`src/hw/rtl/sst_pkg.sv`:
```
// ----------------------------------------------------------------------------
// sst_pkg: shared types for the sorted set table
// Item formats, action and status codes, and the command and status
// bundles that pass between the controller and the datapath.
// ----------------------------------------------------------------------------
package sst_pkg;

  // action carried by an input item
  typedef enum logic [1:0] {
    ACT_SEARCH = 2'd0,
    ACT_INSERT = 2'd1,
    ACT_DELETE = 2'd2,
    ACT_CLEAR  = 2'd3
  } action_t;

  // outcome reported with each result
  typedef enum logic [1:0] {
    ST_OK   = 2'd0,
    ST_FULL = 2'd1,
    ST_DUP  = 2'd2,
    ST_MISS = 2'd3
  } status_t;

  // input item
  typedef struct packed {
    action_t            action;
    logic signed [31:0] value;
  } in_item_t;

  // result item
  typedef struct packed {
    status_t    status;
    logic [4:0] position;
    logic [4:0] fill_count;
  } out_item_t;

  // controller to datapath
  typedef struct packed {
    logic    take;          // capture the input item, rewind the scan index
    logic    idx_inc;       // advance the scan index
    logic    ptr_from_cnt;  // move pointer to the fill count
    logic    ptr_from_idx;  // move pointer to the scan index
    logic    ptr_dec;
    logic    ptr_inc;
    logic    rd_idx;        // read entry at scan index
    logic    rd_lo;         // read entry below pointer
    logic    rd_hi;         // read entry above pointer
    logic    wr_shift;      // write read data at pointer
    logic    wr_value;      // write captured value at scan index
    logic    cnt_inc;
    logic    cnt_dec;
    logic    cnt_clr;
    logic    out_load;      // load the result register
    status_t out_status;
    logic    pos_zero;      // report position zero instead of the scan index
  } dp_cmd_t;

  // datapath to controller
  typedef struct packed {
    action_t action;
    logic    scan_end;    // scan index has reached the fill count
    logic    less;        // entry read is below the captured value
    logic    equal;       // entry read equals the captured value
    logic    full;
    logic    ptr_at_idx;  // upward shift has reached the insertion slot
    logic    ptr_at_top;  // downward shift has reached the last entry
    logic    out_busy;    // result register holds an untaken result
  } dp_status_t;

endpackage

```
`src/hw/rtl/sorted_set_table.sv`:
```
// ----------------------------------------------------------------------------
// sorted_set_table: ascending duplicate-free table of signed 32-bit values
// Search, insert, delete and clear on a sorted table held in a single-port
// style memory, one item at a time.
// ----------------------------------------------------------------------------
//   channel  handshake            payload
//   in       in_valid / in_stall  in_item  (action, value)
//   out      out_valid/out_stall  out_item (status, position, fill_count)
//
// An item reads the entries one at a time in the scan; an insert or a delete
// then moves the entries above its slot one at a time, a read and a write each.
// The entry memory, one access a cycle with registered read data, sets this
// pace. A result that waits on out_stall holds up the load of the next result.
// Synchronous active-low reset empties the table; no clearing pass is needed.
// in_stall is high from acceptance until the result is loaded; the result
// register lets the next item be accepted while out_stall holds a result.
// ----------------------------------------------------------------------------
module sorted_set_table #(
  parameter int CAPACITY = 16
) (
  input  logic               clk,
  input  logic               rst_n,
  input  logic               in_valid,
  output logic               in_stall,
  input  sst_pkg::in_item_t  in_item,
  output logic               out_valid,
  input  logic               out_stall,
  output sst_pkg::out_item_t out_item
);

  sst_pkg::dp_cmd_t    cmd;
  sst_pkg::dp_status_t st;
  logic                idle;

  // sequencer
  sst_ctrl u_ctrl (
    .clk      (clk),
    .rst_n    (rst_n),
    .in_valid (in_valid),
    .st       (st),
    .cmd      (cmd),
    .idle     (idle)
  );

  // table datapath
  sst_dp #(
    .CAPACITY (CAPACITY)
  ) u_dp (
    .clk       (clk),
    .rst_n     (rst_n),
    .in_item   (in_item),
    .cmd       (cmd),
    .st        (st),
    .out_stall (out_stall),
    .out_valid (out_valid),
    .out_item  (out_item)
  );

  assign in_stall = ~idle;

endmodule

```
`src/hw/rtl/sst_ctrl.sv`:
```
// ----------------------------------------------------------------------------
// sst_ctrl: sequencer for the sorted set table
// Walks each action through scan, shift and result phases and drives the
// datapath one memory access at a time.
// ----------------------------------------------------------------------------
module sst_ctrl (
  input  logic                clk,
  input  logic                rst_n,
  input  logic                in_valid,
  input  sst_pkg::dp_status_t st,
  output sst_pkg::dp_cmd_t    cmd,
  output logic                idle
);

  typedef enum logic [3:0] {
    S_IDLE,
    S_DECODE,
    S_SCAN_CHK,
    S_SCAN_CMP,
    S_INS_START,
    S_INS_CHK,
    S_INS_WR,
    S_DEL_CHK,
    S_DEL_WR,
    S_FINISH
  } state_t;

  state_t           state_r, state_nxt;
  sst_pkg::status_t res_status_r, res_status_nxt;
  logic             res_pos_zero_r, res_pos_zero_nxt;

  // next state and commands
  always_comb begin
    cmd              = '0;
    cmd.out_status   = res_status_r;
    cmd.pos_zero     = res_pos_zero_r;
    state_nxt        = state_r;
    res_status_nxt   = res_status_r;
    res_pos_zero_nxt = res_pos_zero_r;
    unique case (state_r)
      S_IDLE: begin
        if (in_valid) begin
          cmd.take  = 1'b1;
          state_nxt = S_DECODE;
        end
      end
      S_DECODE: begin
        priority if (st.action == sst_pkg::ACT_CLEAR) begin
          cmd.cnt_clr      = 1'b1;
          res_status_nxt   = sst_pkg::ST_OK;
          res_pos_zero_nxt = 1'b1;
          state_nxt        = S_FINISH;
        end else if (st.action == sst_pkg::ACT_INSERT && st.full) begin
          res_status_nxt   = sst_pkg::ST_FULL;
          res_pos_zero_nxt = 1'b1;
          state_nxt        = S_FINISH;
        end else begin
          state_nxt = S_SCAN_CHK;
        end
      end
      S_SCAN_CHK: begin
        if (st.scan_end) begin
          if (st.action == sst_pkg::ACT_INSERT) begin
            state_nxt = S_INS_START;
          end else begin
            res_status_nxt   = sst_pkg::ST_MISS;
            res_pos_zero_nxt = 1'b1;
            state_nxt        = S_FINISH;
          end
        end else begin
          cmd.rd_idx = 1'b1;
          state_nxt  = S_SCAN_CMP;
        end
      end
      S_SCAN_CMP: begin
        priority if (st.less) begin
          cmd.idx_inc = 1'b1;
          state_nxt   = S_SCAN_CHK;
        end else if (st.equal) begin
          unique case (st.action)
            sst_pkg::ACT_SEARCH: begin
              res_status_nxt   = sst_pkg::ST_OK;
              res_pos_zero_nxt = 1'b0;
              state_nxt        = S_FINISH;
            end
            sst_pkg::ACT_INSERT: begin
              res_status_nxt   = sst_pkg::ST_DUP;
              res_pos_zero_nxt = 1'b0;
              state_nxt        = S_FINISH;
            end
            sst_pkg::ACT_DELETE: begin
              cmd.ptr_from_idx = 1'b1;
              state_nxt        = S_DEL_CHK;
            end
            default: begin
              res_status_nxt   = sst_pkg::ST_OK;
              res_pos_zero_nxt = 1'b1;
              state_nxt        = S_FINISH;
            end
          endcase
        end else if (st.action == sst_pkg::ACT_INSERT) begin
          state_nxt = S_INS_START;
        end else begin
          res_status_nxt   = sst_pkg::ST_MISS;
          res_pos_zero_nxt = 1'b1;
          state_nxt        = S_FINISH;
        end
      end
      S_INS_START: begin
        cmd.ptr_from_cnt = 1'b1;
        state_nxt        = S_INS_CHK;
      end
      S_INS_CHK: begin
        if (st.ptr_at_idx) begin
          cmd.wr_value     = 1'b1;
          cmd.cnt_inc      = 1'b1;
          res_status_nxt   = sst_pkg::ST_OK;
          res_pos_zero_nxt = 1'b0;
          state_nxt        = S_FINISH;
        end else begin
          cmd.rd_lo = 1'b1;
          state_nxt = S_INS_WR;
        end
      end
      S_INS_WR: begin
        cmd.wr_shift = 1'b1;
        cmd.ptr_dec  = 1'b1;
        state_nxt    = S_INS_CHK;
      end
      S_DEL_CHK: begin
        if (st.ptr_at_top) begin
          cmd.cnt_dec      = 1'b1;
          res_status_nxt   = sst_pkg::ST_OK;
          res_pos_zero_nxt = 1'b0;
          state_nxt        = S_FINISH;
        end else begin
          cmd.rd_hi = 1'b1;
          state_nxt = S_DEL_WR;
        end
      end
      S_DEL_WR: begin
        cmd.wr_shift = 1'b1;
        cmd.ptr_inc  = 1'b1;
        state_nxt    = S_DEL_CHK;
      end
      S_FINISH: begin
        if (!st.out_busy) begin
          cmd.out_load = 1'b1;
          state_nxt    = S_IDLE;
        end
      end
      default: begin
        state_nxt = S_IDLE;
      end
    endcase
  end

  // state and registered result code
  always_ff @(posedge clk) begin
    if (!rst_n) begin
      state_r        <= S_IDLE;
      res_status_r   <= sst_pkg::ST_OK;
      res_pos_zero_r <= 1'b1;
    end else begin
      state_r        <= state_nxt;
      res_status_r   <= res_status_nxt;
      res_pos_zero_r <= res_pos_zero_nxt;
    end
  end

  assign idle = (state_r == S_IDLE);

endmodule

```
`src/hw/rtl/sst_dp.sv`:
```
// ----------------------------------------------------------------------------
// sst_dp: datapath for the sorted set table
// Entry memory with one write and one registered read port, scan index,
// shift pointer, fill count, comparator and result register.
// ----------------------------------------------------------------------------
module sst_dp #(
  parameter int CAPACITY = 16
) (
  input  logic                clk,
  input  logic                rst_n,
  input  sst_pkg::in_item_t   in_item,
  input  sst_pkg::dp_cmd_t    cmd,
  output sst_pkg::dp_status_t st,
  input  logic                out_stall,
  output logic                out_valid,
  output sst_pkg::out_item_t  out_item
);

  localparam int AW = $clog2(CAPACITY);
  localparam int CW = $clog2(CAPACITY + 1);
  localparam logic [CW-1:0] CAP_C = CW'(CAPACITY);
  localparam logic [CW-1:0] ONE_C = CW'(1);

  logic [31:0]        mem [CAPACITY];
  sst_pkg::action_t   act_r;
  logic signed [31:0] val_r;
  logic [CW-1:0]      idx_r;
  logic [CW-1:0]      ptr_r;
  logic [CW-1:0]      cnt_r;
  logic signed [31:0] rdata_r;
  logic               out_valid_r;
  sst_pkg::out_item_t out_item_r;

  logic [CW-1:0]      raddr;
  logic [CW-1:0]      waddr;
  logic [31:0]        wdata;
  logic               rd_en;
  logic               wr_en;
  logic [31:0]        idx_wide;
  logic [31:0]        cnt_wide;

  // captured item, scan index and shift pointer
  always_ff @(posedge clk) begin
    if (cmd.take) begin
      act_r <= in_item.action;
      val_r <= in_item.value;
    end
    if (cmd.take) begin
      idx_r <= '0;
    end else if (cmd.idx_inc) begin
      idx_r <= idx_r + ONE_C;
    end
    priority if (cmd.ptr_from_cnt) begin
      ptr_r <= cnt_r;
    end else if (cmd.ptr_from_idx) begin
      ptr_r <= idx_r;
    end else if (cmd.ptr_dec) begin
      ptr_r <= ptr_r - ONE_C;
    end else if (cmd.ptr_inc) begin
      ptr_r <= ptr_r + ONE_C;
    end
  end

  // fill count
  always_ff @(posedge clk) begin
    if (!rst_n) begin
      cnt_r <= '0;
    end else begin
      priority if (cmd.cnt_clr) begin
        cnt_r <= '0;
      end else if (cmd.cnt_inc) begin
        cnt_r <= cnt_r + ONE_C;
      end else if (cmd.cnt_dec) begin
        cnt_r <= cnt_r - ONE_C;
      end
    end
  end

  // memory address and data selection
  always_comb begin
    priority if (cmd.rd_lo) begin
      raddr = ptr_r - ONE_C;
    end else if (cmd.rd_hi) begin
      raddr = ptr_r + ONE_C;
    end else begin
      raddr = idx_r;
    end
    waddr = cmd.wr_value ? idx_r : ptr_r;
    wdata = cmd.wr_value ? val_r : rdata_r;
    rd_en = cmd.rd_idx | cmd.rd_lo | cmd.rd_hi;
    wr_en = cmd.wr_value | cmd.wr_shift;
  end

  // entry memory
  always_ff @(posedge clk) begin
    if (wr_en) begin
      mem[waddr[AW-1:0]] <= wdata;
    end
    if (rd_en) begin
      rdata_r <= mem[raddr[AW-1:0]];
    end
  end

  // result register
  assign idx_wide = 32'(idx_r);
  assign cnt_wide = 32'(cnt_r);

  always_ff @(posedge clk) begin
    if (!rst_n) begin
      out_valid_r <= 1'b0;
    end else if (cmd.out_load) begin
      out_valid_r <= 1'b1;
    end else if (!out_stall) begin
      out_valid_r <= 1'b0;
    end
  end

  always_ff @(posedge clk) begin
    if (cmd.out_load) begin
      out_item_r.status     <= cmd.out_status;
      out_item_r.position   <= cmd.pos_zero ? 5'd0 : idx_wide[4:0];
      out_item_r.fill_count <= cnt_wide[4:0];
    end
  end

  assign out_valid = out_valid_r;
  assign out_item  = out_item_r;

  // status back to the sequencer
  always_comb begin
    st.action     = act_r;
    st.scan_end   = (idx_r >= cnt_r);
    st.less       = (rdata_r < val_r);
    st.equal      = (rdata_r == val_r);
    st.full       = (cnt_r == CAP_C);
    st.ptr_at_idx = (ptr_r == idx_r);
    st.ptr_at_top = ((ptr_r + ONE_C) >= cnt_r);
    st.out_busy   = out_valid_r & out_stall;
  end

endmodule

```
`config.mk`:
```
export PLATFORM = sky130hd
export DESIGN_NAME = sorted_set_table
export DESIGN_NICKNAME = d
export VERILOG_FILES = /design/src/hw/rtl/sst_pkg.sv /design/src/hw/rtl/sorted_set_table.sv /design/src/hw/rtl/sst_ctrl.sv /design/src/hw/rtl/sst_dp.sv
export SDC_FILE = /design/constraint.sdc
export NUM_CORES = 1
export LEC_CHECK = 0
export BUFFER_PORTS_ARGS = -buffer_cell sky130_fd_sc_hd__buf_2
export CORE_MARGIN = 2
export CORE_UTILIZATION = 50
export CTS_CLUSTER_SIZE = 40
export DETAILED_ROUTE_END_ITERATION = 16
export PLACE_DENSITY = 0.75
export SLEW_MARGIN = 20
export SYNTH_ARGS = -nofsm -noshare
export SYNTH_HDL_FRONTEND = slang
export SYNTH_SLANG_ARGS = --single-unit
```
`constraint.sdc`:
```
create_clock -name clk -period 4.4 [get_ports clk]
set_clock_uncertainty 0.15 [all_clocks]
set_input_delay 0.44 -clock clk [delete_from_list [all_inputs] [get_ports clk]]
set_output_delay 0.44 -clock clk [all_outputs]
set_load 0.05 [all_outputs]
```
### Yosys cells after proc, flatten, opt, wreduce, memory -nomap -nowiden

Memory sizes are Yosys's and may differ from the RTL's. A register that Yosys moved wholly into a read port is not among the register bits.
Cells that the tools add are included.

| cells by class | value |
|---|---|
| $lt $le $gt $ge | 3 |
| muxes and demuxes | 72 |
| add/subtract/negate cells | 5 |
| equality and inequality tests | 24 |
| bitwise logic cells | 6 |
| reductions and logical operators | 12 |

Operator list:

| kind | count |
|---|---|
| 2-to-1 mux 4 bit | 13 |
| 2-to-1 mux 1 bit | 37 |
| case mux 4 bit (9 select lines) | 1 |
| equality test 32 bit | 1 |
| < comparator 32 bit | 1 |
| 2-to-1 mux 32 bit | 1 |
| 2-to-1 mux 5 bit | 6 |
| 2-to-1 mux 2 bit | 10 |
| equality test 4 x 3 -> 1 bit (second input constant) | 4 |
| adder 5 x 1 -> 5 bit (second input constant) | 3 |
| != test 2 bit (second input constant) | 6 |
| >= comparator 5 bit | 2 |
| case mux 2 bit (5 select lines) | 1 |
| subtractor 5 x 1 -> 5 bit (second input constant) | 2 |
| equality test 4 x 2 -> 1 bit (second input constant) | 2 |
| equality test 4 bit (second input constant) | 2 |
| OR reduction 2 bit | 4 |
| AND reduction 7 bit | 1 |
| equality test 5 bit | 1 |
| equality test 5 bit (second input constant) | 1 |
| case mux 1 bit (5 select lines) | 1 |
| nonzero test 5 bit | 1 |
| equality test 2 bit (second input constant) | 2 |
| equality test 4 x 1 -> 1 bit (second input constant) | 1 |
| other kinds (15) | 18 |

| word-level totals | value |
|---|---|
| word-level logic and storage cells | 135 |
| memories kept | 1 |
| output and inout port bits | 14 |
| register bits | 69 |
| memory bits (writable) | 512 |

Memories:

| memory | words | bits a word | read ports | clocked after memory_dff | wr ports | line | text |
|---|---|---|---|---|---|---|---|
| u_dp.mem | 16 | 32 | 1 | 1 | 1 | sst_dp.sv:24 | `logic [31:0] mem [CAPACITY];` |

### Longest topological paths before layout

| logic depth | value |
|---|---|
| depth after elaboration | 7 |
| mapped depth | 17 |
| mapped depth without buffers | 12 |

### Hierarchy

From an unflattened synthesis, not the netlist that was laid out.

| unflattened totals | value |
|---|---|
| cells, all modules | 1338 |
| area, all modules | 25046.5 µm² |

Modules (own cells, without submodules):

| module | area each (µm²) | cells each | times used | sequential area each (µm²) |
|---|---|---|---|---|
| sst_dp | 24244.5 | 1224 | 1 | 18087.3 |
| sst_ctrl | 798.3 | 113 | 1 | 140.1 |
| sorted_set_table | 3.8 | 1 | 1 | 0.0 |

### Least setup slack after synthesis

OpenSTA, ideal clock, no wires.

| timing | value |
|---|---|
| path type | flip-flop to flip-flop |
| start point | register u_dp.ptr_r[0] |
| end point | memory u_dp.mem[2][0] (enable) |
| arrival time | 3.785 ns |
| stages on the path, launching flop included | 10 |
| path slack | 0.004 ns |
| clock period less this slack | 4.396 ns |
| path through | edfxtp_1 -> buf_2 -> xnor2_1 -> and3_1 -> nand4_1 -> o21a_1 -> o22ai_1 -> and2_1 -> nand2_1 -> nor3_1 |

| between the ends | value |
|---|---|
| cells in the longest elaborated chain, start to end | 6 |
| elaborated cells between the ends (all ways) | 7 |

RTL lines:

| item | line | text |
|---|---|---|
| start: declaration | sst_dp.sv:28 | `logic [CW-1:0] ptr_r;` |
| start signal: assignment | sst_dp.sv:54 | `ptr_r <= cnt_r;` |
| start signal: assignment | sst_dp.sv:56 | `ptr_r <= idx_r;` |
| start signal: assignment | sst_dp.sv:58 | `ptr_r <= ptr_r - ONE_C;` |
| equality test 5 bit | sst_dp.sv:136 | `st.ptr_at_idx = (ptr_r == idx_r);` |
| 2-to-1 mux 2 bit | sst_ctrl.sv:114 | `if (st.ptr_at_idx) begin` |
| 2-to-1 mux 2 bit | sst_ctrl.sv:40 | `unique case (state_r)` |
| OR 1 bit | sst_dp.sv:91 | `wr_en = cmd.wr_value \| cmd.wr_shift;` |
| 2-to-1 mux 1 bit | sst_dp.sv:96 | `if (wr_en) begin` |
| 2-to-1 mux 1 bit (not written as such) | sst_dp.sv:97 | `mem[waddr[AW-1:0]] <= wdata;` |
| end: declaration | sst_dp.sv:24 |  |

Several ways; a longest one is shown, not always the timed one.

### Worst setup path after layout

| timing | value |
|---|---|
| start point | register u_dp.ptr_r[1] |
| end point | register u_dp.rdata_r[11] (read register of u_dp.mem), data pin |

| between the ends | value |
|---|---|
| cells in the longest elaborated chain, start to end | 6 |
| elaborated cells between the ends (all ways) | 12 |

RTL lines:

| item | line | text |
|---|---|---|
| adder 5 x 1 -> 5 bit | sst_dp.sv:137 | `st.ptr_at_top = ((ptr_r + ONE_C) >= cnt_r);` |
| >= comparator 5 bit | sst_dp.sv:137 |  |
| 2-to-1 mux 1 bit | sst_ctrl.sv:131 | `if (st.ptr_at_top) begin` |
| 2-to-1 mux 1 bit | sst_ctrl.sv:40 |  |
| 2-to-1 mux 4 bit | sst_dp.sv:83 | `end else if (cmd.rd_hi) begin` |
| 2-to-1 mux 4 bit | sst_dp.sv:81 | `priority if (cmd.rd_lo) begin` |
| end: declaration | sst_dp.sv:30 | `logic signed [31:0] rdata_r;` |

Several ways; a longest one is shown, not always the timed one.
A chain may end at the register's enable or synchronous reset.

==> results.ini <==
[run_status]
run_status=complete, no violations

[timing]
finalHoldViolations=0
maxSlewHeadroom=0.2939
maxSlewViolCount=0
final-setup-viol-count=0
fin_crit_sh=0.9447
post-route-min-period_ns=4.157
fmax_mhz=240.6
worstMarginPinSlew_ns=1.059
rsz0062_at_grt=no
worst_slack_ns=0.2435
hold_ws_ns=0.07465
tns_ns=0

[setup_path]
cp_slowest_stage_delay_ns=0.50
setup.worst_path.end=u_dp.rdata_r[11]
crit_type=reg2reg
start_kind=register
ff2ff_path_depth=13
r2r_slack_ns=0.24
cp.required_ns=4.62
crit_path_end_kind=register
cpMostUsedCell=buf_12
arrival_ns=4.37
critPathLaunch=u_dp.ptr_r[1]
reg2reg_from=u_dp.ptr_r[1]
path_max_fanout=37
timing.rr.end=u_dp.rdata_r[11]
cp_slowest_cell=edfxtp_1
cp_cell_sequence=and2_1 -> nand2_1 -> xnor2_1 -> ha_1 -> or2_2 -> a211o_1 -> o21a_1 -> o221ai_4 -> buf_12 -> buf_12 -> mux2_2 -> o21ai_0 -> o221ai_1

[place]
io_buffers=51
pre_cts_slack_ns=0.2600
hpwl_um=30580
place.gp.congestion=0.8826
placed_area_um2=27440

[synth]
synth.top_cell.area_share=0.6882
seq_area_frac_synth=0.7021
synthesis.nets=1755
synth_warnings=0
ys.flop_type=edfxtp_1
syn_inst=1668
synth-edff-count=595
synth_area_leader_cell=edfxtp_1
yosys-top-cells-area=edfxtp_1, mux2i_1, mux2_2
synth.cell_area_um2=25960
synth_seq_cells=613
yosysUniqueCellTypes=60
async_reset_ff_frac=0
post_synth.cell_area_avg_um2=15.56

[power_and_ir_drop]
vdd_drop_max_mv=0.3385
powerDensity_nw_per_um2=481.9
seq_power_share=0.483
p_leak_nw=11.27
switching_share=0.2644
power_mw=14.36
pwr-share-comb=0.161
clockPowerShare=0.356
power_switching_mw=3.797
intPower_mw=10.57

[job]
cap_violations=0

[cts]
clk_pin_slew_ns=0.06
clock_latency_ns=0.64
tritoncts=built
clock-root-buffer=clkbuf_16
htree_levels=2
cts_resized=0
cts_buffers=60
cts.path.max_buffers=3
cts_sinks=613

[floorplanning]
io_pins=52
die-area_um2=53760
start_util=0.5060
die_w_um=231.9
die_h_um=231.9
core_area_um2=51300
num_rows=83

[drt]
wl_per_cell_um=22.35
dr_total_vias=14530
dr_wl_met2_um=27510
ant_nets=0
met1_length_um=24120
drt_iter0_markers=1493
routed_wl_um=56630
via_per_inst=5.732
drcViolationCount=0
wl_met3_um=3665
dr.pass1.iters=5
top_layer=met4

[global_route]
antenna_found_initial=0
track_usage=0.2123
overflow=0
grt_max_degree=75
grt_pass1_vias=14550
grt_pass1_wl_um=85700

[final_layout]
nets=1894
multi_input_area_um2=7232
final_area_um2=29800
final_layout_size_suffix_gt1_frac=0.1704
seqCellArea_um2=18230
n_antenna_cell=0
area_growth_pct=14.80
final.fill_count=3810

[min_path]
hold_path.class=in2reg

==> placed cells by master (no fill, tap or decap), drive strengths merged, types with 18 or more instances in the layout <==
cell / instances
clkbuf: 70
a21oi: 33
inv: 49
o21ai: 108
edfxtp: 595
nand2: 124
clkinv: 28
nor2: 43
nand3: 21
o221ai: 34
dlygate4sd3: 37
buf: 126
dfxtp: 18
ha: 48
mux2: 66
a22oi: 33
mux2i: 265
==> synth_stat cells, types with 8 or more instances <==
cell type,n
inv_1,48
clkbuf_1,36
xnor2_1,10
mux2i_1,265
nand2_1,124
nand4_1,10
dfxtp_1,18
o21ai_1,11
nor2_1,43
a21oi_1,33
nand2b_1,10
ha_1,48
nor3_1,9
o221ai_1,33
nand3_1,21
mux2_2,66
buf_4,26
buf_2,17
o21ai_0,96
a22oi_1,33
edfxtp_1,595
a21o_1,17
o21a_1,8
==> worst min path at each step <==
stage,from,to,slack (ns),depth (start not counted)
finish,in_valid,u_dp.idx_r[2],0.07,4
global route,in_valid,u_ctrl.state_r[0],0.12,3
CTS,in_valid,u_ctrl.state_r[0],0.06,3
detailed placement,u_ctrl.res_status_r[1],u_dp.out_item[11],0.29,0
global placement,u_ctrl.res_status_r[1],u_dp.out_item[11],0.30,0
floorplan,u_ctrl.res_status_r[1],u_dp.out_item[11],0.26,0
==> registers in the layout, summed over array words and instances (netlist names) <==
signal                 flops
u_dp.mem                 512
u_dp.rdata_r              32
u_dp.val_r                32
u_dp.out_item             12
u_dp.cnt_r                 5
u_dp.idx_r                 5
u_dp.ptr_r                 5
u_ctrl.state_r             4
u_ctrl.res_status_r        2
u_dp.act_r                 2
u_ctrl.res_pos_zero_r      1
u_dp.out_valid             1
==> worst max-delay path, delay by kind of cell (launching register included) <==
| kind | cells | cell delay (ns) |
|---|---|---|
| compound gates | 5 | 1.28 |
| xor+xnor | 1 | 0.14 |
| fa+ha+maj | 1 | 0.30 |
| buf+inv | 2 | 0.50 |
| flops | 1 | 0.50 |
| mux | 1 | 0.36 |
| simple gates | 3 | 0.62 |
==> routing by layer <==
| metal | vias to the layer above | GRT usage |
|---|---|---|
| met5 | - | 0 |
| met4 | 0 | 0.06971 |
| met3 | 93 | 0.03131 |
| met2 | 502 | 0.3524 |
| met1 | 7215 | 0.2887 |
| li1 | 6715 | - |
==> cell type report <==
type / instances / share of cell area
multi-input combinational: 920 / 0.2427
sequential: 613 / 0.6116
timing repair buffer: 163 / 0.04450
clock inverter: 39 / 0.01419
inverter: 49 / 0.006171
clock buffer: 70 / 0.05235
tap: 680 / 0.02855
==> cell families (layout without fill, tap and decap cells) <==
| group | after synthesis | after routing | synth area share |
|---|---|---|---|
| AND/OR/NAND/NOR | 253 | 253 | 0.04468 |
| buffers and inverters | 135 | 321 | 0.02511 |
| AO/OA/AOI/OAI | 271 | 271 | 0.06800 |
| multiplexers | 331 | 331 | 0.1308 |
| XOR/XNOR | 16 | 16 | 0.005398 |
| flip-flops | 613 | 613 | 0.7021 |
| adder cells (fa/ha/maj) | 49 | 49 | 0.02390 |
==> power by group through the flow <==
| stage | Sequential, mW | Clock (mW) | Combinational, mW |
|---|---|---|---|
| after floorplan | 6.98 | 0 | 1.61 |
| after global routing | 6.95 | 5.40 | 2.54 |
| after detailed placement | 7.05 | 0 | 2.25 |
| after global placement | 7.04 | 0 | 2.21 |
| final | 6.93 | 5.12 | 2.31 |
| after CTS | 6.93 | 5.19 | 2.30 |
==> metrics by stage <==
step | utilization | instances
after floorplan | - | 1668
after global placement | 0.5348 | 2386
after detailed placement | 0.5348 | 2386
after CTS | 0.5807 | 2532
after global routing | 0.5809 | 2534
final | 0.5809 | 2534
==> what timing repair did <==
action,CTS,global route
hold buffers,37,0
hold endpoints to repair,38,0
setup buffers,0,2
setup endpoints to repair,0,2
(Power assumes the default switching activity.)
